$ cat src/rtl/gtg_pkg.sv
// Shared constants, register and opcode codes, and the arctangent table
// for the go-to-goal steering controller. Depends on nothing.
package gtg_pkg;

    localparam int DEF_CORDIC_STEPS = 16;
    localparam int DEF_POS_WIDTH    = 32;

    // Angle accumulator width, Q16 radians; holds pi plus the full atan sum.
    localparam int ZW = 20;
    // Width of the serial multiplier's second operand.
    localparam int MUL_BITS = 16;
    // Operand width of the small signed multiplier.
    localparam int MW = 20;
    localparam int ADDR_W = 5;

    localparam logic signed [ZW-1:0] PI_Q16     = ZW'(205887);
    localparam logic signed [18:0]   PI_Q13     = 19'sd25736;
    localparam logic signed [18:0]   TWO_PI_Q13 = 19'sd51472;
    localparam logic [MUL_BITS-1:0]  CORDIC_GAIN_Q16 = 16'd39797;

    localparam logic [1:0] OP_GOAL = 2'd0;
    localparam logic [1:0] OP_ODOM = 2'd1;
    localparam logic [1:0] OP_TICK = 2'd2;

    localparam logic [1:0] ST_DRIVING   = 2'd0;
    localparam logic [1:0] ST_SUCCEEDED = 2'd1;
    localparam logic [1:0] ST_FAILED    = 2'd2;

    localparam logic [2:0] REG_GOAL_TOL    = 3'd0;
    localparam logic [2:0] REG_HEAD_TOL    = 3'd1;
    localparam logic [2:0] REG_MAX_LIN     = 3'd2;
    localparam logic [2:0] REG_MAX_ANG     = 3'd3;
    localparam logic [2:0] REG_LIN_GAIN    = 3'd4;
    localparam logic [2:0] REG_ANG_GAIN    = 3'd5;
    localparam logic [2:0] REG_ODOM_TMO    = 3'd6;

    localparam logic [30:0] RST_GOAL_TOL = 31'd9830;
    localparam logic [14:0] RST_HEAD_TOL = 15'd1638;
    localparam logic [14:0] RST_MAX_LIN  = 15'd2048;
    localparam logic [14:0] RST_MAX_ANG  = 15'd4915;
    localparam logic [15:0] RST_LIN_GAIN = 16'd205;
    localparam logic [15:0] RST_ANG_GAIN = 16'd384;
    localparam logic [15:0] RST_ODOM_TMO = 16'd15;

    // atan(2^-i) in Q16 radians, rounded.
    function automatic logic signed [ZW-1:0] atan_q16(input logic [4:0] idx);
        logic signed [ZW-1:0] v;
        unique case (idx)
            5'd0:    v = ZW'(51472);
            5'd1:    v = ZW'(30386);
            5'd2:    v = ZW'(16055);
            5'd3:    v = ZW'(8150);
            5'd4:    v = ZW'(4091);
            5'd5:    v = ZW'(2047);
            5'd6:    v = ZW'(1024);
            5'd7:    v = ZW'(512);
            5'd8:    v = ZW'(256);
            5'd9:    v = ZW'(128);
            5'd10:   v = ZW'(64);
            5'd11:   v = ZW'(32);
            5'd12:   v = ZW'(16);
            5'd13:   v = ZW'(8);
            5'd14:   v = ZW'(4);
            5'd15:   v = ZW'(2);
            5'd16:   v = ZW'(1);
            default: v = '0;
        endcase
        return v;
    endfunction

endpackage

$ cat src/rtl/gtg_cordic.sv
// Iterative CORDIC vectoring unit: one micro-rotation per cycle.
// Depends on gtg_pkg for the arctangent table and pi.
module gtg_cordic #(
    parameter int CW    = 37,
    parameter int STEPS = gtg_pkg::DEF_CORDIC_STEPS
) (
    input  logic                            i_clk,
    input  logic                            i_rst_n,
    input  logic                            i_start,
    input  logic signed [CW-1:0]            i_x,
    input  logic signed [CW-1:0]            i_y,
    output logic                            o_done,
    output logic signed [CW-1:0]            o_x,
    output logic signed [gtg_pkg::ZW-1:0]   o_z
);
    localparam int IW = $clog2(STEPS);

    logic signed [CW-1:0]          r_x, r_y;
    logic signed [gtg_pkg::ZW-1:0] r_z;
    logic [IW-1:0]                 r_i;
    logic                          r_busy, r_done;
    logic signed [CW-1:0]          xs, ys;
    logic signed [gtg_pkg::ZW-1:0] at;

    assign xs = r_x >>> r_i;
    assign ys = r_y >>> r_i;
    assign at = gtg_pkg::atan_q16(5'(r_i));

    always_ff @(posedge i_clk) begin
        if (!i_rst_n) begin
            r_busy <= 1'b0;
            r_done <= 1'b0;
            r_i    <= '0;
        end else begin
            r_done <= 1'b0;
            if (i_start) begin
                r_i <= '0;
                if (i_x == '0 && i_y == '0) begin
                    // A zero vector has no angle; report zero for both.
                    r_x    <= '0;
                    r_y    <= '0;
                    r_z    <= '0;
                    r_done <= 1'b1;
                end else if (i_x < 0) begin
                    r_x    <= -i_x;
                    r_y    <= -i_y;
                    r_z    <= (i_y >= 0) ? gtg_pkg::PI_Q16 : -gtg_pkg::PI_Q16;
                    r_busy <= 1'b1;
                end else begin
                    r_x    <= i_x;
                    r_y    <= i_y;
                    r_z    <= '0;
                    r_busy <= 1'b1;
                end
            end else if (r_busy) begin
                if (r_y >= 0) begin
                    r_x <= r_x + ys;
                    r_y <= r_y - xs;
                    r_z <= r_z + at;
                end else begin
                    r_x <= r_x - ys;
                    r_y <= r_y + xs;
                    r_z <= r_z - at;
                end
                r_i <= r_i + 1'b1;
                if (r_i == IW'(STEPS - 1)) begin
                    r_busy <= 1'b0;
                    r_done <= 1'b1;
                end
            end
        end
    end

    assign o_done = r_done;
    assign o_x    = r_x;
    assign o_z    = r_z;

endmodule

$ cat src/rtl/gtg_smul.sv
// Serial shift-add multiplier, one bit of the narrow operand per cycle.
// Depends on gtg_pkg for the narrow operand width.
module gtg_smul #(
    parameter int AW = 37
) (
    input  logic                                 i_clk,
    input  logic                                 i_rst_n,
    input  logic                                 i_start,
    input  logic [AW-1:0]                        i_a,
    input  logic [gtg_pkg::MUL_BITS-1:0]         i_b,
    output logic                                 o_done,
    output logic [AW+gtg_pkg::MUL_BITS-1:0]      o_p
);
    localparam int BW = gtg_pkg::MUL_BITS;
    localparam int PW = AW + BW;
    localparam int CNW = $clog2(BW);

    logic [PW-1:0]  r_a, r_p;
    logic [BW-1:0]  r_b;
    logic [CNW-1:0] r_cnt;
    logic           r_busy, r_done;

    always_ff @(posedge i_clk) begin
        if (!i_rst_n) begin
            r_busy <= 1'b0;
            r_done <= 1'b0;
            r_cnt  <= '0;
        end else begin
            r_done <= 1'b0;
            if (i_start) begin
                r_a    <= PW'(i_a);
                r_b    <= i_b;
                r_p    <= '0;
                r_cnt  <= '0;
                r_busy <= 1'b1;
            end else if (r_busy) begin
                if (r_b[0]) begin
                    r_p <= r_p + r_a;
                end
                r_a   <= r_a << 1;
                r_b   <= r_b >> 1;
                r_cnt <= r_cnt + 1'b1;
                if (r_cnt == CNW'(BW - 1)) begin
                    r_busy <= 1'b0;
                    r_done <= 1'b1;
                end
            end
        end
    end

    assign o_done = r_done;
    assign o_p    = r_p;

endmodule

$ cat src/rtl/go_to_goal_steering_controller.sv
// Top level of the go-to-goal steering controller: APB register file,
// sequencer, small multiplier. Uses gtg_pkg, gtg_cordic and gtg_smul.
//
// The block takes one input beat at a time and is not ready while it works
// on it. A goal beat only stores the goal. An odometry beat runs the four
// quaternion products through a single multiplier in states S_Q0 to S_Q4,
// with the last one starting the CORDIC unit, then a vectoring pass of one
// micro-rotation per cycle, and then takes the yaw. A control tick that
// finds no goal or no odometry gives no result; a stale tick reports
// failure. Any other tick runs the vectoring pass, then the serial
// multiplier that scales the CORDIC magnitude, and then the arrival check;
// an arrival ends there, and a turn-in-place command after the heading
// term. When the heading is good enough to drive forward, the speed term
// uses the same serial multiplier once more. The result beat sits in an
// output register; the next input beat is taken while it waits, and a
// later result waits only until that register frees, which adds the
// stall cycles of the receiver to that tick.
module go_to_goal_steering_controller #(
    parameter int CORDIC_STEPS = gtg_pkg::DEF_CORDIC_STEPS,
    parameter int POS_WIDTH    = gtg_pkg::DEF_POS_WIDTH
) (
    input  logic                         i_clk,
    input  logic                         i_rst_n,
    // Input item channel.
    input  logic                         i_in_valid,
    output logic                         o_in_ready,
    input  logic [1:0]                   i_operation,
    input  logic signed [31:0]           i_x_coord,
    input  logic signed [31:0]           i_y_coord,
    input  logic signed [15:0]           i_quat_x,
    input  logic signed [15:0]           i_quat_y,
    input  logic signed [15:0]           i_quat_z,
    input  logic signed [15:0]           i_quat_w,
    // Command channel.
    output logic                         o_out_valid,
    input  logic                         i_out_ready,
    output logic [14:0]                  o_linear_speed,
    output logic signed [15:0]           o_angular_speed,
    output logic [1:0]                   o_status,
    // Configuration port.
    input  logic                         psel,
    input  logic                         penable,
    input  logic                         pwrite,
    input  logic [gtg_pkg::ADDR_W-1:0]   paddr,
    input  logic [31:0]                  pwdata,
    output logic [31:0]                  prdata,
    output logic                         pready
);
    // Datapath width for the CORDIC: the position difference or the yaw
    // vector, plus headroom for the CORDIC gain and a sign.
    localparam int BASE_W = (POS_WIDTH + 1 > 34) ? POS_WIDTH + 1 : 34;
    localparam int CW = BASE_W + 3;
    localparam int PW = CW + gtg_pkg::MUL_BITS;
    localparam int MW = gtg_pkg::MW;
    localparam int ZW = gtg_pkg::ZW;

    localparam logic [3:0] S_IDLE   = 4'd0;
    localparam logic [3:0] S_Q0     = 4'd1;
    localparam logic [3:0] S_Q1     = 4'd2;
    localparam logic [3:0] S_Q2     = 4'd3;
    localparam logic [3:0] S_Q3     = 4'd4;
    localparam logic [3:0] S_Q4     = 4'd5;
    localparam logic [3:0] S_YAW    = 4'd6;
    localparam logic [3:0] S_CORD   = 4'd7;
    localparam logic [3:0] S_MAG    = 4'd8;
    localparam logic [3:0] S_ARRIVE = 4'd9;
    localparam logic [3:0] S_ANG0   = 4'd10;
    localparam logic [3:0] S_ANG1   = 4'd11;
    localparam logic [3:0] S_LIN    = 4'd12;
    localparam logic [3:0] S_EMIT   = 4'd13;

    // Configuration registers.
    logic [30:0] r_goal_tol;
    logic [14:0] r_head_tol, r_max_lin, r_max_ang;
    logic [15:0] r_lin_gain, r_ang_gain, r_odom_tmo;

    // Controller state.
    logic [3:0]                  r_state;
    logic signed [POS_WIDTH-1:0] r_goal_x, r_goal_y, r_robot_x, r_robot_y;
    logic signed [15:0]          r_yaw;
    logic                        r_goal_valid, r_odom_valid;
    logic [15:0]                 r_age;

    // Working registers.
    logic signed [15:0]     r_qx, r_qy, r_qz, r_qw;
    logic signed [2*MW-1:0] r_prod;
    logic signed [CW-1:0]   r_acc1, r_acc2;
    logic [CW-1:0]          r_dist;
    logic signed [18:0]     r_err;
    logic [14:0]            r_res_lin;
    logic signed [15:0]     r_res_ang;
    logic [1:0]             r_res_status;

    // Output register.
    logic               r_out_valid;
    logic [14:0]        r_out_lin;
    logic signed [15:0] r_out_ang;
    logic [1:0]         r_out_status;

    logic in_fire, cfg_wr;
    logic [2:0] cfg_idx;
    logic [15:0] age_inc;

    logic signed [MW-1:0]     mul_a, mul_b;
    logic signed [CW-1:0]     prod_cw;
    logic                     cord_start, cord_done;
    logic signed [CW-1:0]     cord_x_in, cord_y_in, cord_x;
    logic signed [ZW-1:0]     cord_z;
    logic                     smul_start, smul_done;
    logic [CW-1:0]            smul_a;
    logic [gtg_pkg::MUL_BITS-1:0] smul_b;
    logic [PW-1:0]            smul_p;

    logic signed [ZW-1:0]     z_rnd;
    logic signed [16:0]       bearing13;
    logic signed [18:0]       err_raw, err_w1, err_w2;
    logic signed [2*MW-1:0]   ang_sum;
    logic signed [30:0]       ang_raw;
    logic signed [30:0]       max_ang_s;
    logic signed [15:0]       ang_clamped;
    logic [18:0]              err_abs;
    logic [PW-1:0]            lin_sum;
    logic [CW+3:0]            lin_raw;
    logic                     emit_ok;

    assign in_fire = i_in_valid && o_in_ready;
    assign o_in_ready = (r_state == S_IDLE);
    assign age_inc = (r_age == 16'hFFFF) ? r_age : r_age + 16'd1;

    // ---------------- Configuration port ----------------
    assign pready  = 1'b1;
    assign cfg_idx = paddr[4:2];
    assign cfg_wr  = psel && penable && pwrite;

    always_comb begin
        unique case (cfg_idx)
            gtg_pkg::REG_GOAL_TOL: prdata = {1'b0, r_goal_tol};
            gtg_pkg::REG_HEAD_TOL: prdata = {17'd0, r_head_tol};
            gtg_pkg::REG_MAX_LIN:  prdata = {17'd0, r_max_lin};
            gtg_pkg::REG_MAX_ANG:  prdata = {17'd0, r_max_ang};
            gtg_pkg::REG_LIN_GAIN: prdata = {16'd0, r_lin_gain};
            gtg_pkg::REG_ANG_GAIN: prdata = {16'd0, r_ang_gain};
            gtg_pkg::REG_ODOM_TMO: prdata = {16'd0, r_odom_tmo};
            default:               prdata = '0;
        endcase
    end

    always_ff @(posedge i_clk) begin
        if (!i_rst_n) begin
            r_goal_tol <= gtg_pkg::RST_GOAL_TOL;
            r_head_tol <= gtg_pkg::RST_HEAD_TOL;
            r_max_lin  <= gtg_pkg::RST_MAX_LIN;
            r_max_ang  <= gtg_pkg::RST_MAX_ANG;
            r_lin_gain <= gtg_pkg::RST_LIN_GAIN;
            r_ang_gain <= gtg_pkg::RST_ANG_GAIN;
            r_odom_tmo <= gtg_pkg::RST_ODOM_TMO;
        end else if (cfg_wr) begin
            unique case (cfg_idx)
                gtg_pkg::REG_GOAL_TOL: r_goal_tol <= pwdata[30:0];
                gtg_pkg::REG_HEAD_TOL: r_head_tol <= pwdata[14:0];
                gtg_pkg::REG_MAX_LIN:  r_max_lin  <= pwdata[14:0];
                gtg_pkg::REG_MAX_ANG:  r_max_ang  <= pwdata[14:0];
                gtg_pkg::REG_LIN_GAIN: r_lin_gain <= pwdata[15:0];
                gtg_pkg::REG_ANG_GAIN: r_ang_gain <= pwdata[15:0];
                gtg_pkg::REG_ODOM_TMO: r_odom_tmo <= pwdata[15:0];
                default: ;
            endcase
        end
    end

    // ---------------- Shared small multiplier ----------------
    // Quaternion products during odometry, gain times heading error on ticks.
    always_comb begin
        unique case (r_state)
            S_Q0:    begin mul_a = MW'(r_qw); mul_b = MW'(r_qz); end
            S_Q1:    begin mul_a = MW'(r_qx); mul_b = MW'(r_qy); end
            S_Q2:    begin mul_a = MW'(r_qy); mul_b = MW'(r_qy); end
            S_Q3:    begin mul_a = MW'(r_qz); mul_b = MW'(r_qz); end
            default: begin
                mul_a = $signed({{(MW-16){1'b0}}, r_ang_gain});
                mul_b = MW'(r_err);
            end
        endcase
    end

    assign prod_cw = CW'(r_prod);

    // ---------------- Shared units ----------------
    gtg_cordic #(.CW(CW), .STEPS(CORDIC_STEPS)) u_cordic (
        .i_clk   (i_clk),
        .i_rst_n (i_rst_n),
        .i_start (cord_start),
        .i_x     (cord_x_in),
        .i_y     (cord_y_in),
        .o_done  (cord_done),
        .o_x     (cord_x),
        .o_z     (cord_z)
    );

    gtg_smul #(.AW(CW)) u_smul (
        .i_clk   (i_clk),
        .i_rst_n (i_rst_n),
        .i_start (smul_start),
        .i_a     (smul_a),
        .i_b     (smul_b),
        .o_done  (smul_done),
        .o_p     (smul_p)
    );

    // The CORDIC starts from the yaw vector after the quaternion products,
    // or from the goal offset when a tick is taken with a goal and fresh odometry.
    always_comb begin
        cord_start = 1'b0;
        cord_x_in  = CW'(r_goal_x) - CW'(r_robot_x);
        cord_y_in  = CW'(r_goal_y) - CW'(r_robot_y);
        if (r_state == S_Q4) begin
            cord_start = 1'b1;
            cord_x_in  = (CW'(1) <<< 28) - ((r_acc2 + prod_cw) <<< 1);
            cord_y_in  = r_acc1 <<< 1;
        end else if (in_fire && i_operation == gtg_pkg::OP_TICK
                     && r_goal_valid && r_odom_valid && age_inc <= r_odom_tmo) begin
            cord_start = 1'b1;
        end
    end

    // The serial multiplier scales the CORDIC magnitude, then the distance.
    always_comb begin
        smul_start = 1'b0;
        smul_a     = cord_x;
        smul_b     = gtg_pkg::CORDIC_GAIN_Q16;
        if (r_state == S_CORD && cord_done) begin
            smul_start = 1'b1;
        end else if (r_state == S_ANG1) begin
            smul_a     = r_dist;
            smul_b     = r_lin_gain;
            smul_start = (err_abs < 19'(r_head_tol));
        end
    end

    // ---------------- Tick arithmetic ----------------
    assign z_rnd     = cord_z + ZW'(4);
    assign bearing13 = 17'(z_rnd >>> 3);
    assign err_raw   = 19'(bearing13) - 19'(r_yaw);
    // The error is wrapped once in each direction, in that order.
    assign err_w1    = (err_raw > gtg_pkg::PI_Q13) ? err_raw - gtg_pkg::TWO_PI_Q13 : err_raw;
    assign err_w2    = (err_w1 < -gtg_pkg::PI_Q13) ? err_w1 + gtg_pkg::TWO_PI_Q13 : err_w1;
    assign err_abs   = (r_err < 0) ? 19'(-r_err) : 19'(r_err);

    assign ang_sum   = r_prod + (2*MW)'(256);
    assign ang_raw   = ang_sum[2*MW-1:9];
    assign max_ang_s = $signed({16'd0, r_max_ang});
    always_comb begin
        priority if (ang_raw > max_ang_s) begin
            ang_clamped = 16'(max_ang_s);
        end else if (ang_raw < -max_ang_s) begin
            ang_clamped = 16'(-max_ang_s);
        end else begin
            ang_clamped = 16'(ang_raw);
        end
    end

    assign lin_sum = smul_p + PW'(2048);
    assign lin_raw = lin_sum[PW-1:12];

    assign emit_ok = !r_out_valid || i_out_ready;

    // ---------------- Sequencer ----------------
    always_ff @(posedge i_clk) begin
        if (!i_rst_n) begin
            r_state      <= S_IDLE;
            r_goal_x     <= '0;
            r_goal_y     <= '0;
            r_robot_x    <= '0;
            r_robot_y    <= '0;
            r_yaw        <= '0;
            r_goal_valid <= 1'b0;
            r_odom_valid <= 1'b0;
            r_age        <= '0;
        end else begin
            r_prod <= mul_a * mul_b;
            unique case (r_state)
                S_IDLE: begin
                    if (in_fire) begin
                        unique case (i_operation)
                            gtg_pkg::OP_GOAL: begin
                                r_goal_x     <= POS_WIDTH'(i_x_coord);
                                r_goal_y     <= POS_WIDTH'(i_y_coord);
                                r_goal_valid <= 1'b1;
                            end
                            gtg_pkg::OP_ODOM: begin
                                r_robot_x    <= POS_WIDTH'(i_x_coord);
                                r_robot_y    <= POS_WIDTH'(i_y_coord);
                                r_qx         <= i_quat_x;
                                r_qy         <= i_quat_y;
                                r_qz         <= i_quat_z;
                                r_qw         <= i_quat_w;
                                r_odom_valid <= 1'b1;
                                r_age        <= '0;
                                r_state      <= S_Q0;
                            end
                            gtg_pkg::OP_TICK: begin
                                r_age <= age_inc;
                                if (r_goal_valid && r_odom_valid) begin
                                    if (age_inc > r_odom_tmo) begin
                                        r_res_lin    <= '0;
                                        r_res_ang    <= '0;
                                        r_res_status <= gtg_pkg::ST_FAILED;
                                        r_goal_valid <= 1'b0;
                                        r_state      <= S_EMIT;
                                    end else begin
                                        r_state <= S_CORD;
                                    end
                                end
                            end
                            default: ;
                        endcase
                    end
                end
                // The product of each state is registered and lands in r_prod in the next state.
                S_Q0: r_state <= S_Q1;
                S_Q1: begin
                    r_acc1  <= prod_cw;
                    r_state <= S_Q2;
                end
                S_Q2: begin
                    r_acc1  <= r_acc1 + prod_cw;
                    r_state <= S_Q3;
                end
                S_Q3: begin
                    r_acc2  <= prod_cw;
                    r_state <= S_Q4;
                end
                S_Q4: r_state <= S_YAW;
                S_YAW: begin
                    if (cord_done) begin
                        r_yaw   <= 16'(z_rnd >>> 3);
                        r_state <= S_IDLE;
                    end
                end
                S_CORD: begin
                    if (cord_done) begin
                        r_err   <= err_w2;
                        r_state <= S_MAG;
                    end
                end
                S_MAG: begin
                    if (smul_done) begin
                        r_dist  <= CW'((smul_p + PW'(32768)) >> 16);
                        r_state <= S_ARRIVE;
                    end
                end
                S_ARRIVE: begin
                    if (r_dist <= CW'(r_goal_tol)) begin
                        r_res_lin    <= '0;
                        r_res_ang    <= '0;
                        r_res_status <= gtg_pkg::ST_SUCCEEDED;
                        r_goal_valid <= 1'b0;
                        r_state      <= S_EMIT;
                    end else begin
                        r_state <= S_ANG0;
                    end
                end
                S_ANG0: r_state <= S_ANG1;
                S_ANG1: begin
                    r_res_ang    <= ang_clamped;
                    r_res_status <= gtg_pkg::ST_DRIVING;
                    r_res_lin    <= '0;
                    r_state      <= smul_start ? S_LIN : S_EMIT;
                end
                S_LIN: begin
                    if (smul_done) begin
                        r_res_lin <= (lin_raw > (CW+4)'(r_max_lin)) ? r_max_lin
                                                                     : 15'(lin_raw);
                        r_state   <= S_EMIT;
                    end
                end
                S_EMIT: begin
                    if (emit_ok) begin
                        r_state <= S_IDLE;
                    end
                end
                default: r_state <= S_IDLE;
            endcase
        end
    end

    // ---------------- Output register ----------------
    always_ff @(posedge i_clk) begin
        if (!i_rst_n) begin
            r_out_valid <= 1'b0;
        end else if (r_state == S_EMIT && emit_ok) begin
            r_out_valid  <= 1'b1;
            r_out_lin    <= r_res_lin;
            r_out_ang    <= r_res_ang;
            r_out_status <= r_res_status;
        end else if (i_out_ready) begin
            r_out_valid <= 1'b0;
        end
    end

    assign o_out_valid     = r_out_valid;
    assign o_linear_speed  = r_out_lin;
    assign o_angular_speed = r_out_ang;
    assign o_status        = r_out_status;

endmodule
$ cat config.mk
export PLATFORM = sky130hd
export DESIGN_NAME = go_to_goal_steering_controller
export DESIGN_NICKNAME = d
export VERILOG_FILES = /design/src/rtl/gtg_pkg.sv /design/src/rtl/gtg_cordic.sv /design/src/rtl/gtg_smul.sv /design/src/rtl/go_to_goal_steering_controller.sv
export SDC_FILE = /design/constraint.sdc
export NUM_CORES = 2
export LEC_CHECK = 0
export BUFFER_PORTS_ARGS = -buffer_cell sky130_fd_sc_hd__clkbuf_2
export CORE_MARGIN = 3
export CORE_UTILIZATION = 50
export CTS_CLUSTER_DIAMETER = 30
export DETAILED_ROUTE_END_ITERATION = 10
export GPL_ROUTABILITY_DRIVEN = 0
export PLACE_DENSITY = 0.77
export SLEW_MARGIN = 5
export SYNTH_ARGS = -nofsm -noshare
export SYNTH_HDL_FRONTEND = slang
export SYNTH_SLANG_ARGS = --single-unit
$ cat constraint.sdc
create_clock -name i_clk -period 21 [get_ports i_clk]
set_input_delay 0 -clock i_clk [delete_from_list [all_inputs] [get_ports i_clk]]
set_output_delay 0 -clock i_clk [all_outputs]
set_load 0.01 [all_outputs]
==> results.json <==
{
  "status": "complete, but fails checks",
  "violations": "design-rule violations",
  "maxCapViolations": 0,
  "place.detailed.hpwl_mm": 182,
  "rows": 143,
  "max_slew_margin": 0.0930,
  "num_vias": 72209,
  "cp-startpoint": "r_state[0]",
  "synth_top_family_by_area": "adder cells",
  "clk_pin_slew_ns": 0.05,
  "synth_top_area_cell": "edfxtp_1",
  "min_from": "i_y_coord[21]",
  "grt_use_total": 0.318,
  "antenna_found_initial": 12,
  "async_flop_share": 0,
  "period_share": 0.533,
  "clk_latency_ns": 0.87,
  "rr_startpoint": "r_state[0]",
  "yosys_warnings": 0,
  "synth_area_leaders": "edfxtp_1 20%, fa_1 10%, ha_1 8.9%",
  "initial_core_util": 0.506,
  "postCtsSetupBuffers": 0,
  "synth_cell_types": 105,
  "fin_ws_ns": 9.82,
  "cts.sinks": 833,
  "cts_resized": 0,
  "grt_pass1_vias": 71843,
  "synth_cells": 8904,
  "tightest_slew_ns": 1.35,
  "cts_made_buffers": 194,
  "drt_first_pass_iters": 11,
  "period_minus_slack_ns": 11.18,
  "final_common_cell": "nand2_1",
  "max_freq_ghz": 0.0894,
  "ys.flop_type": "edfxtp_1",
  "ys_seq_elements": 833,
  "final.setup.tns_ns": 0,
  "crit_path_frequent_cell": "fa_1",
  "yosys-mux-area-fraction": 0.0455,
  "clockRootBuffer": "clkbuf_16",
  "via_per_inst": 6.25,
  "syn_nets": 10017,
  "chipHeight_um": 399,
  "initialDrtViolationCount": 9522,
  "drive_gt1_frac": 0.0942,
  "path_max_fanout": 32,
  "wl_per_cell_um": 22.3,
  "synthAdderAreaFrac": 0.190,
  "seq_area_frac_synth": 0.282,
  "setup_viol": 0,
  "final_nets": 10452,
  "cpPeakStageDelay_ns": 0.97,
  "grt_max_degree": 189,
  "cp-end-kind": "register",
  "skew_ns": 0.0956,
  "io_buffer_count": 236,
  "cp.arrival_ns": 11.75,
  "hold_path_class": "in -> reg",
  "synth_area_um2": 77200,
  "grt_pass1_wl_mm": 398,
  "synth_edf_count": 514,
  "wirelength_mm": 258,
  "drc": 2,
  "core_region_area_um2": 153000,
  "cp.required_ns": 21.56,
  "synthXorXnorAreaFrac": 0.0651,
  "htreeDepth": 4,
  "synth_compound_area_frac": 0.179,
  "critical_path_class": "reg -> reg",
  "synth_top_cell_area_share": 0.200,
  "synth.avg_cell_area_um2": 8.68,
  "grt.overflow.total": 0,
  "layout_common_cells": "1235 x nand2_1, 774 x inv_1, 688 x nor2_1",
  "area_growth_pct": 17.0,
  "clockBufferDepth": 3,
  "slew_viol_final": 0,
  "die_width_um": 399,
  "ios": 242,
  "synth-simple-area-share": 0.180,
  "die-area_um2": 159000,
  "cts.hold.buffers_added": 303,
  "drtAntennaViolNets": 0,
  "finish.utilization": 0.592,
  "cpMaxStageDelayCell": "or2_1",
  "rsz0062_at_grt": "false",
  "hold_viol_final": 0,
  "crit_path_start_kind": "register",
  "place_ws_ns": 10.22,
  "cts_tree": "yes"
}
[synthesized netlist by cell type, types with 90 or more instances]
master,instances
nand2_1,1239
inv_1,777
nor2_1,695
ha_1,548
edfxtp_1,514
a21oi_1,471
o21ai_0,468
fa_1,391
xnor2_1,359
clkbuf_1,324
dfxtp_1,319
a21boi_0,247
xor2_1,211
nand3_1,187
nor3_1,182
a21o_1,164
mux2i_1,145
and2_1,102
o21a_1,101
nor2b_1,99
nand2b_1,90
[cells by family (layout without fill, tap and decap cells)]
| logic type | after synthesis | count (layout) |
|---|---|---|
| AND/OR/NAND/NOR | 3032 | 3032 |
| AO/OA/AOI/OAI | 2111 | 2111 |
| buffers and inverters | 1163 | 1770 |
| adder cells (fa/ha/maj) | 939 | 939 |
| flip-flops | 833 | 833 |
| XOR/XNOR | 572 | 572 |
| multiplexers | 252 | 252 |
| other | 2 | 6 |
[path summary, 6_finish.rpt]
| check | cells past startpoint | slack (ns) | end |
|---|---|---|---|
| setup reg to reg | 32 | 9.82 | r_prod[36] |
| hold reg to reg | 0 | 0.41 | o_angular_speed[12] |
| hold / removal | 4 | 0.04 | r_robot_y[21] |
| setup / recovery | 32 | 9.82 | r_prod[36] |
[metal layers]
layer	wire length [um]	track usage	share of wire	vias to the layer above
li1	-	-	-	32176
met1	92300	0.383	0.36	34140
met2	115000	0.499	0.45	4603
met3	30700	0.0876	0.12	1282
met4	19800	0.212	0.077	8
met5	67	0	0.00026	-
[stage by stage]
step | hold WS [ns] | cell area [um2] | instances
after global routing | 0.0318 | 90300 | 11543
after global placement | 0.179 | 80300 | 10870
final | 0.0403 | 90300 | 11545
after CTS | 0.00191 | 90300 | 11541
after detailed placement | 0.179 | 80300 | 10870
after floorplan | 0.0989 | 77200 | 8904
[area by class of cell]
class                      instances  area [um2]
clock buffer                     233        5330
clock inverter                   135        1620
tap                             2030        2540
antenna                            4        10.0
inverter                         780        2930
timing repair buffer             622        4860
multi-input combinational       6908       51200
sequential                       833       21800
fill                           12338       62300
[critical path: cells and delay by family (launching register included)]
kind | cells | cell delay (ns)
buffers and inverters | 6 | 1.02
AND/OR/NAND/NOR | 6 | 2.02
adder cells (fa/ha/maj) | 8 | 4.05
flip-flops | 1 | 0.42
AO/OA/AOI/OAI | 11 | 3.24
XOR/XNOR | 1 | 0.08
[registers in the layout (all words and copies together) (netlist names), 19 cells and up]
register	flops
u_smul.o_p	53
u_smul.r_a	53
r_prod	40
r_dist	37
u_cordic.o_x	37
u_cordic.r_y	37
r_acc1	36
r_acc2	36
r_goal_x	32
r_goal_y	32
r_robot_x	32
r_robot_y	32
r_goal_tol	31
u_cordic.o_z	20
r_err	19
Power is not shown: default switching activity piles up to over one toggle a cycle in this logic, so the estimate is an artifact.
